**src/rtl/core/pvsa_pkg.sv**
```systemverilog
`default_nettype none
package pvsa_pkg;

   localparam int SOUND_ID_BITS = 10;

   localparam logic [3:0] OP_ALLOC       = 4'd0;
   localparam logic [3:0] OP_STOP        = 4'd1;
   localparam logic [3:0] OP_STOP_LOOP   = 4'd2;
   localparam logic [3:0] OP_PAUSE       = 4'd3;
   localparam logic [3:0] OP_RESUME      = 4'd4;
   localparam logic [3:0] OP_PAUSE_ALL   = 4'd5;
   localparam logic [3:0] OP_RESUME_ALL  = 4'd6;
   localparam logic [3:0] OP_STOP_ALL    = 4'd7;
   localparam logic [3:0] OP_QUERY       = 4'd8;
   localparam logic [3:0] OP_FIND        = 4'd9;

   localparam logic [1:0] KIND_FREE   = 2'd0;
   localparam logic [1:0] KIND_NORMAL = 2'd1;
   localparam logic [1:0] KIND_LOOP   = 2'd2;
   localparam logic [1:0] KIND_STREAM = 2'd3;

   localparam logic [1:0] REQ_KIND_NORMAL = 2'd0;
   localparam logic [1:0] REQ_KIND_LOOP   = 2'd1;

   localparam logic [1:0] ST_OK        = 2'd0;
   localparam logic [1:0] ST_NO_SLOT   = 2'd1;
   localparam logic [1:0] ST_BAD_HANDLE = 2'd2;
   localparam logic [1:0] ST_NOT_FOUND = 2'd3;

   typedef struct packed {
      logic [3:0]               op;
      logic [1:0]               kind;
      logic [7:0]               priority_req;
      logic [7:0]               volume;
      logic [SOUND_ID_BITS-1:0] sound_id;
      logic [31:0]              handle;
   } pvsa_req_type;

   typedef struct packed {
      logic [1:0]  status;
      logic [31:0] result_handle;
      logic [7:0]  slot;
      logic        evicted;
      logic [31:0] evicted_handle;
      logic        playing;
   } pvsa_rsp_type;

   // transaction record walking down the cell row
   typedef struct packed {
      logic        vld;
      logic [3:0]  op;
      logic [1:0]  kind;
      logic [15:0] wnew;
      logic [15:0] sid;
      logic [31:0] handle;
      logic        free_found;
      logic [7:0]  free_idx;
      logic        low_found;
      logic [7:0]  low_idx;
      logic [15:0] low_w;
      logic [31:0] low_h;
      logic        eq_found;
      logic [7:0]  eq_idx;
      logic [31:0] eq_h;
      logic        hit;
      logic [7:0]  hit_idx;
      logic [31:0] hit_h;
   } pvsa_pass_type;

   typedef struct packed {
      logic        vld;
      logic [7:0]  idx;
      logic [1:0]  kind;
      logic [31:0] handle;
      logic [15:0] weight;
      logic [15:0] sid;
   } pvsa_commit_type;

endpackage
`default_nettype wire

```
**src/rtl/core/pvsa_cell.sv**
```systemverilog
`default_nettype none
module pvsa_cell
   import pvsa_pkg::*;
#(
   parameter int I = 0
) (
   input  wire logic            clock,
   input  wire logic            reset,
   input  wire pvsa_pass_type   rec_in,
   input  wire pvsa_commit_type cmt,
   output pvsa_pass_type        rec_out
);

   localparam logic [7:0] IDX = 8'(I);

   logic [1:0]               kind_ff, kind_in;
   logic                     paused_ff, paused_in;
   logic [31:0]              handle_ff;
   logic [15:0]              weight_ff;
   logic [SOUND_ID_BITS-1:0] sound_ff;
   pvsa_pass_type            rec_ff, rec_in_nx;
   logic                     mine;

   assign mine = (rec_in.handle[7:0] == IDX) && (rec_in.handle == handle_ff) &&
                 (kind_ff != KIND_FREE);

   always_comb begin
      rec_in_nx = rec_in;
      kind_in   = kind_ff;
      paused_in = paused_ff;
      if (rec_in.vld) begin
         case (rec_in.op)
            OP_ALLOC: begin
               if (kind_ff == KIND_FREE && !rec_in.free_found) begin
                  rec_in_nx.free_found = 1'b1;
                  rec_in_nx.free_idx   = IDX;
               end
               if (kind_ff == KIND_NORMAL) begin
                  if (weight_ff < rec_in.wnew) begin
                     if (!rec_in.low_found || rec_in.low_w > weight_ff) begin
                        rec_in_nx.low_found = 1'b1;
                        rec_in_nx.low_idx   = IDX;
                        rec_in_nx.low_w     = weight_ff;
                        rec_in_nx.low_h     = handle_ff;
                     end
                  end else if (!rec_in.eq_found && weight_ff == rec_in.wnew) begin
                     rec_in_nx.eq_found = 1'b1;
                     rec_in_nx.eq_idx   = IDX;
                     rec_in_nx.eq_h     = handle_ff;
                  end
               end
            end
            OP_STOP, OP_STOP_LOOP, OP_PAUSE, OP_RESUME, OP_QUERY: begin
               if (mine) begin
                  rec_in_nx.hit = 1'b1;
                  case (rec_in.op)
                     OP_STOP: begin
                        kind_in   = KIND_FREE;
                        paused_in = 1'b0;
                     end
                     OP_STOP_LOOP: if (kind_ff == KIND_LOOP) kind_in = KIND_NORMAL;
                     OP_PAUSE:     paused_in = 1'b1;
                     OP_RESUME:    paused_in = 1'b0;
                     default: ;
                  endcase
               end
            end
            OP_PAUSE_ALL:  if (kind_ff != KIND_FREE) paused_in = 1'b1;
            OP_RESUME_ALL: if (kind_ff != KIND_FREE) paused_in = 1'b0;
            OP_STOP_ALL: begin
               if (kind_ff != KIND_FREE) begin
                  kind_in   = KIND_FREE;
                  paused_in = 1'b0;
               end
            end
            OP_FIND: begin
               if (!rec_in.hit && kind_ff != KIND_FREE &&
                   sound_ff == rec_in.sid[SOUND_ID_BITS-1:0]) begin
                  rec_in_nx.hit     = 1'b1;
                  rec_in_nx.hit_idx = IDX;
                  rec_in_nx.hit_h   = handle_ff;
               end
            end
            default: ;
         endcase
      end
   end

   always_ff @(posedge clock) begin
      if (reset) begin
         kind_ff    <= KIND_FREE;
         paused_ff  <= 1'b0;
         handle_ff  <= '0;
         rec_ff.vld <= 1'b0;
      end else begin
         rec_ff <= rec_in_nx;
         if (cmt.vld && cmt.idx == IDX) begin
            kind_ff   <= cmt.kind;
            paused_ff <= 1'b0;
            handle_ff <= cmt.handle;
         end else begin
            kind_ff   <= kind_in;
            paused_ff <= paused_in;
         end
      end
   end

   always_ff @(posedge clock) begin
      if (cmt.vld && cmt.idx == IDX) begin
         weight_ff <= cmt.weight;
         sound_ff  <= cmt.sid[SOUND_ID_BITS-1:0];
      end
   end

   assign rec_out = rec_ff;

endmodule
`default_nettype wire

```
**config.mk**
```make
export PLATFORM = sky130hd
export DESIGN_NAME = pvsa_cell
export DESIGN_NICKNAME = d
export VERILOG_FILES = /design/src/rtl/core/pvsa_pkg.sv /design/src/rtl/core/pvsa_cell.sv
export SDC_FILE = /design/constraint.sdc
export NUM_CORES = 1
export LEC_CHECK = 0
export ABC_AREA = 1
export BUFFER_PORTS_ARGS = -buffer_cell sky130_fd_sc_hd__buf_2
export CAP_MARGIN = 10
export CORE_AREA = 2 2 202 204
export DETAILED_ROUTE_END_ITERATION = 12
export DIE_AREA = 0 0 204 206
export HOLD_SLACK_MARGIN = 0.03
export PLACE_DENSITY = 0.64
export SLEW_MARGIN = 30
export SYNTH_ARGS = -nofsm -noshare
export SYNTH_HDL_FRONTEND = slang
export SYNTH_SLANG_ARGS = --single-unit
```
**constraint.sdc**
```tcl
create_clock -name clock -period 15.4 [get_ports clock]
set_clock_uncertainty 0.1 [all_clocks]
set_input_delay 0.77 -clock clock [delete_from_list [all_inputs] [get_ports clock]]
set_output_delay 0.77 -clock clock [all_outputs]
set_load 0.005 [all_outputs]
```
==> impl_metrics.csv <==
group,metric,value,unit
clock_tree,cts_tree,"yes",
worst_setup_path,setup.worst_path.start_class,"flop",
worst_hold_path,hold_path_depth,1,
finish,fin_nets,1937,
sta,setup_tns,0,ps
route,vias,9953,
clock_tree,clk_pin_slew,60,ps
status,outcome,"complete, no violations",
sta,drv_slew,0,
worst_setup_path,path_buf_inv,3,
clock_tree,cts_inserted_buffers,31,
clock_tree,clk_latency,580,ps
worst_setup_path,reg2reg_depth,13,
worst_setup_path,cp.arrival,3910,ps
route,first_pass_iters,5,
logic_synthesis,yosysWarnings,0,
worst_setup_path,worst_path_max_delay_cell,"buf_4",
route,drtIter0Drc,660,
power_and_ir_drop,leakagePower,7.401,nW
route,ant_nets,0,
clock_tree,post_cts_resize_count,0,
placement,place_hpwl,29.11,mm
floorplanning,die_w,204,µm
finish,fin_area,16130,µm²
global_route,grt_max_degree,117,
floorplanning,die_h,206,µm
worst_setup_path,worst-path-stages,13,
placement,place_worst_setup_slack,11180,ps
sta,setup_viol,0,
worst_setup_path,cp_max_fo,58,
placement,place.gp.congestion,0.8361,
logic_synthesis,syn_inst,1100,
floorplanning,design.die.area,42020,µm²
sta,max_freq,271.1,MHz
clock_tree,post_cts_buffers,0,
worst_setup_path,crit_path_end_kind,"flop",
clock_tree,hold_buffers,0,
sta,finalHoldViolations,0,
worst_setup_path,crit_top_cell,"nand2_1",
worst_hold_path,min-delay-path-class,"in -> reg",
power_and_ir_drop,vdd_drop_max,0.08635,mV
finish,synthToLayoutAreaGrowth,33.72,%
worst_setup_path,cp_top_family,"simple AND/OR/NAND/NOR gates",
logic_synthesis,synthesis.area,12060,µm²
worst_setup_path,worstPathCellList,"ha_1, nand2_1, inv_2, o21ai_1, a21oi_1, nor2_1, nand2_2, nor2_4, buf_4, nand2_2, buf_4, nand2_1, nand2_1",
route,drt_wl_total,39.23,mm
logic_synthesis,syn_avg_cell_area,10.96,µm²
logic_synthesis,synth_area_leaders,"edfxtp_1, nand2_1, dfxtp_1",
placement,port_buffers,508,
power_and_ir_drop,power.density,110.9,nW/µm²
sta,min_period_over_period,23.95,%
logic_synthesis,synth_top_area_cell,"edfxtp_1",
route,drc,0,
sta,rsz0062_at_grt,"false",
global_route,track_usage,17.59,%
logic_synthesis,synth_top_area_share,60.76,%
finish,layout-drive-gt1-share,36.54,%
sta,relSlewSlack,44.44,%
route,wire_per_inst,18.05,µm
flow_run,timing.max_cap.violations,0,
placement,post_dp_cell_area,15070,µm²
logic_synthesis,yosysSeqAreaShare,66.57,%
global_route,grt_pass1_vias,9602,
clock_tree,cts.sinks,279,
sta,period_needed,3688,ps
global_route,grt_antenna_before_repair,14,
finish,fin_util,40.13,%
logic_synthesis,syn-num-nets,1428,
floorplanning,start_util,30.01,%
global_route,grt_pass1_wl,55.99,mm
worst_setup_path,cpPeakStageDelay,660,ps
logic_synthesis,ys_ff_latch,279,
logic_synthesis,ys_types,38,
clock_tree,htree_levels,1,
clock_tree,cts-root-buf,"clkbuf_16",
floorplanning,io_pins,515,
logic_synthesis,ys.flop_type,"edfxtp_1",
sta,layout_setup_ws,11710,ps
global_route,gr-total-overflow,0,
clock_tree,clock_path_buffers,3,
worst_setup_path,worstSetupPathType,"reg -> reg",
route,viasPerCell,4.580,
logic_synthesis,synth_edf_count,244,
logic_synthesis,synthArstFlopShare,0,%
floorplanning,rows,74,
sta,max_slew.worst_pin.slew,833.4,ps
floorplanning,coreArea,40180,µm²
worst_setup_path,required,15620,ps
==> state kept, by name, summed over array words and instances, names as in the netlist <==
signal     flops
kind_ff        2
rec_out      219
handle_ff     32
sound_ff      10
weight_ff     16
==> through the flow <==
step	instances	total power [mW]	hold WS, ps
floorplan	1100	0.9591	372.3
global placement	2107	1.053	396.6
detailed placement	2108	1.057	405.6
CTS	2166	1.805	244.8
global route	2172	1.853	235.3
finish	2173	1.789	271.8
==> cell usage after synthesis (10+ instances only) <==
master / count
o21ai_2: 11
a21oi_1: 49
buf_4: 11
nand2_1: 278
o21ai_1: 43
buf_2: 12
o21ai_0: 55
inv_1: 141
buf_6: 10
nand3_1: 60
ha_1: 32
edfxtp_1: 244
dfxtp_1: 35
xnor2_1: 10
nor2_1: 53
==> cell usage in the layout, fill, tap and decap left out, types with 2 or more instances in the layout <==
cell type and n:
a21boi_0 8, a21oi_1 49, buf_2 508, buf_4 7
bufinv_16 2, clkbuf_1 5, clkbuf_16 31, clkbuf_8 7
clkinv_1 2, clkinv_2 6, clkinv_4 2, clkinvlp_4 2
dfxtp_1 35, diode_2 7, edfxtp_1 244, ha_1 32
inv_1 140, inv_2 2, nand2_1 276, nand2_2 5
nand3_1 60, nand3b_1 2, nand4_1 6, nor2_1 53
nor2_2 2, nor3_1 2, nor4_1 2, o211ai_1 3
o21ai_0 55, o21ai_1 43, o21ai_2 11, o22ai_1 2
or2_2 3, xnor2_1 10, xor2_1 3
==> cell type report <==
type / instances / area (µm²)
antenna: 7 / 17.52
clock buffer: 43 / 890.9
clock inverter: 15 / 138.9
fill: 3965 / 24060
inverter: 143 / 544.3
multi-input combinational: 637 / 3214
sequential: 279 / 8028
tap: 532 / 665.6
timing repair buffer: 517 / 2626
==> power by group <==
group	internal (mW)	leakage, nW	switching [mW]
clock network	0.437	0.506	0.311
logic	0.0718	4.25	0.0876
registers	0.870	2.65	0.0108
total	1.38	7.40	0.410
==> final timing paths <==
check	startpoint	end	slack [ps]
worst max register to register	weight_ff[11]	rec_out[84]	11710
worst min register to register	kind_ff[1]	kind_ff[1]	410
worst max-delay path	weight_ff[11]	rec_out[84]	11710
worst min-delay path	rec_in[192]	rec_out[192]	270
==> layer usage <==
| metal | part of all wire (%) | global-route usage, % | vias up |
|---|---|---|---|
| li1 | - | - | 4737 |
| met1 | 41 | 22.11 | 4692 |
| met2 | 48 | 29.26 | 428 |
| met3 | 7.7 | 4.352 | 80 |
| met4 | 2.9 | 6.703 | 16 |
| met5 | 0.25 | 0 | - |
==> logic make-up after synthesis <==
| kind of cell | synth area share, % |
|---|---|
| adder cells (fa/ha/maj) | 3.320 |
| buffers and inverters | 6.817 |
| AND/OR/NAND/NOR | 14.36 |
| AO/OA/AOI/OAI | 7.989 |
| flip-flops | 66.57 |
| XOR/XNOR | 0.9442 |
Power figures use the tool's default switching activity.
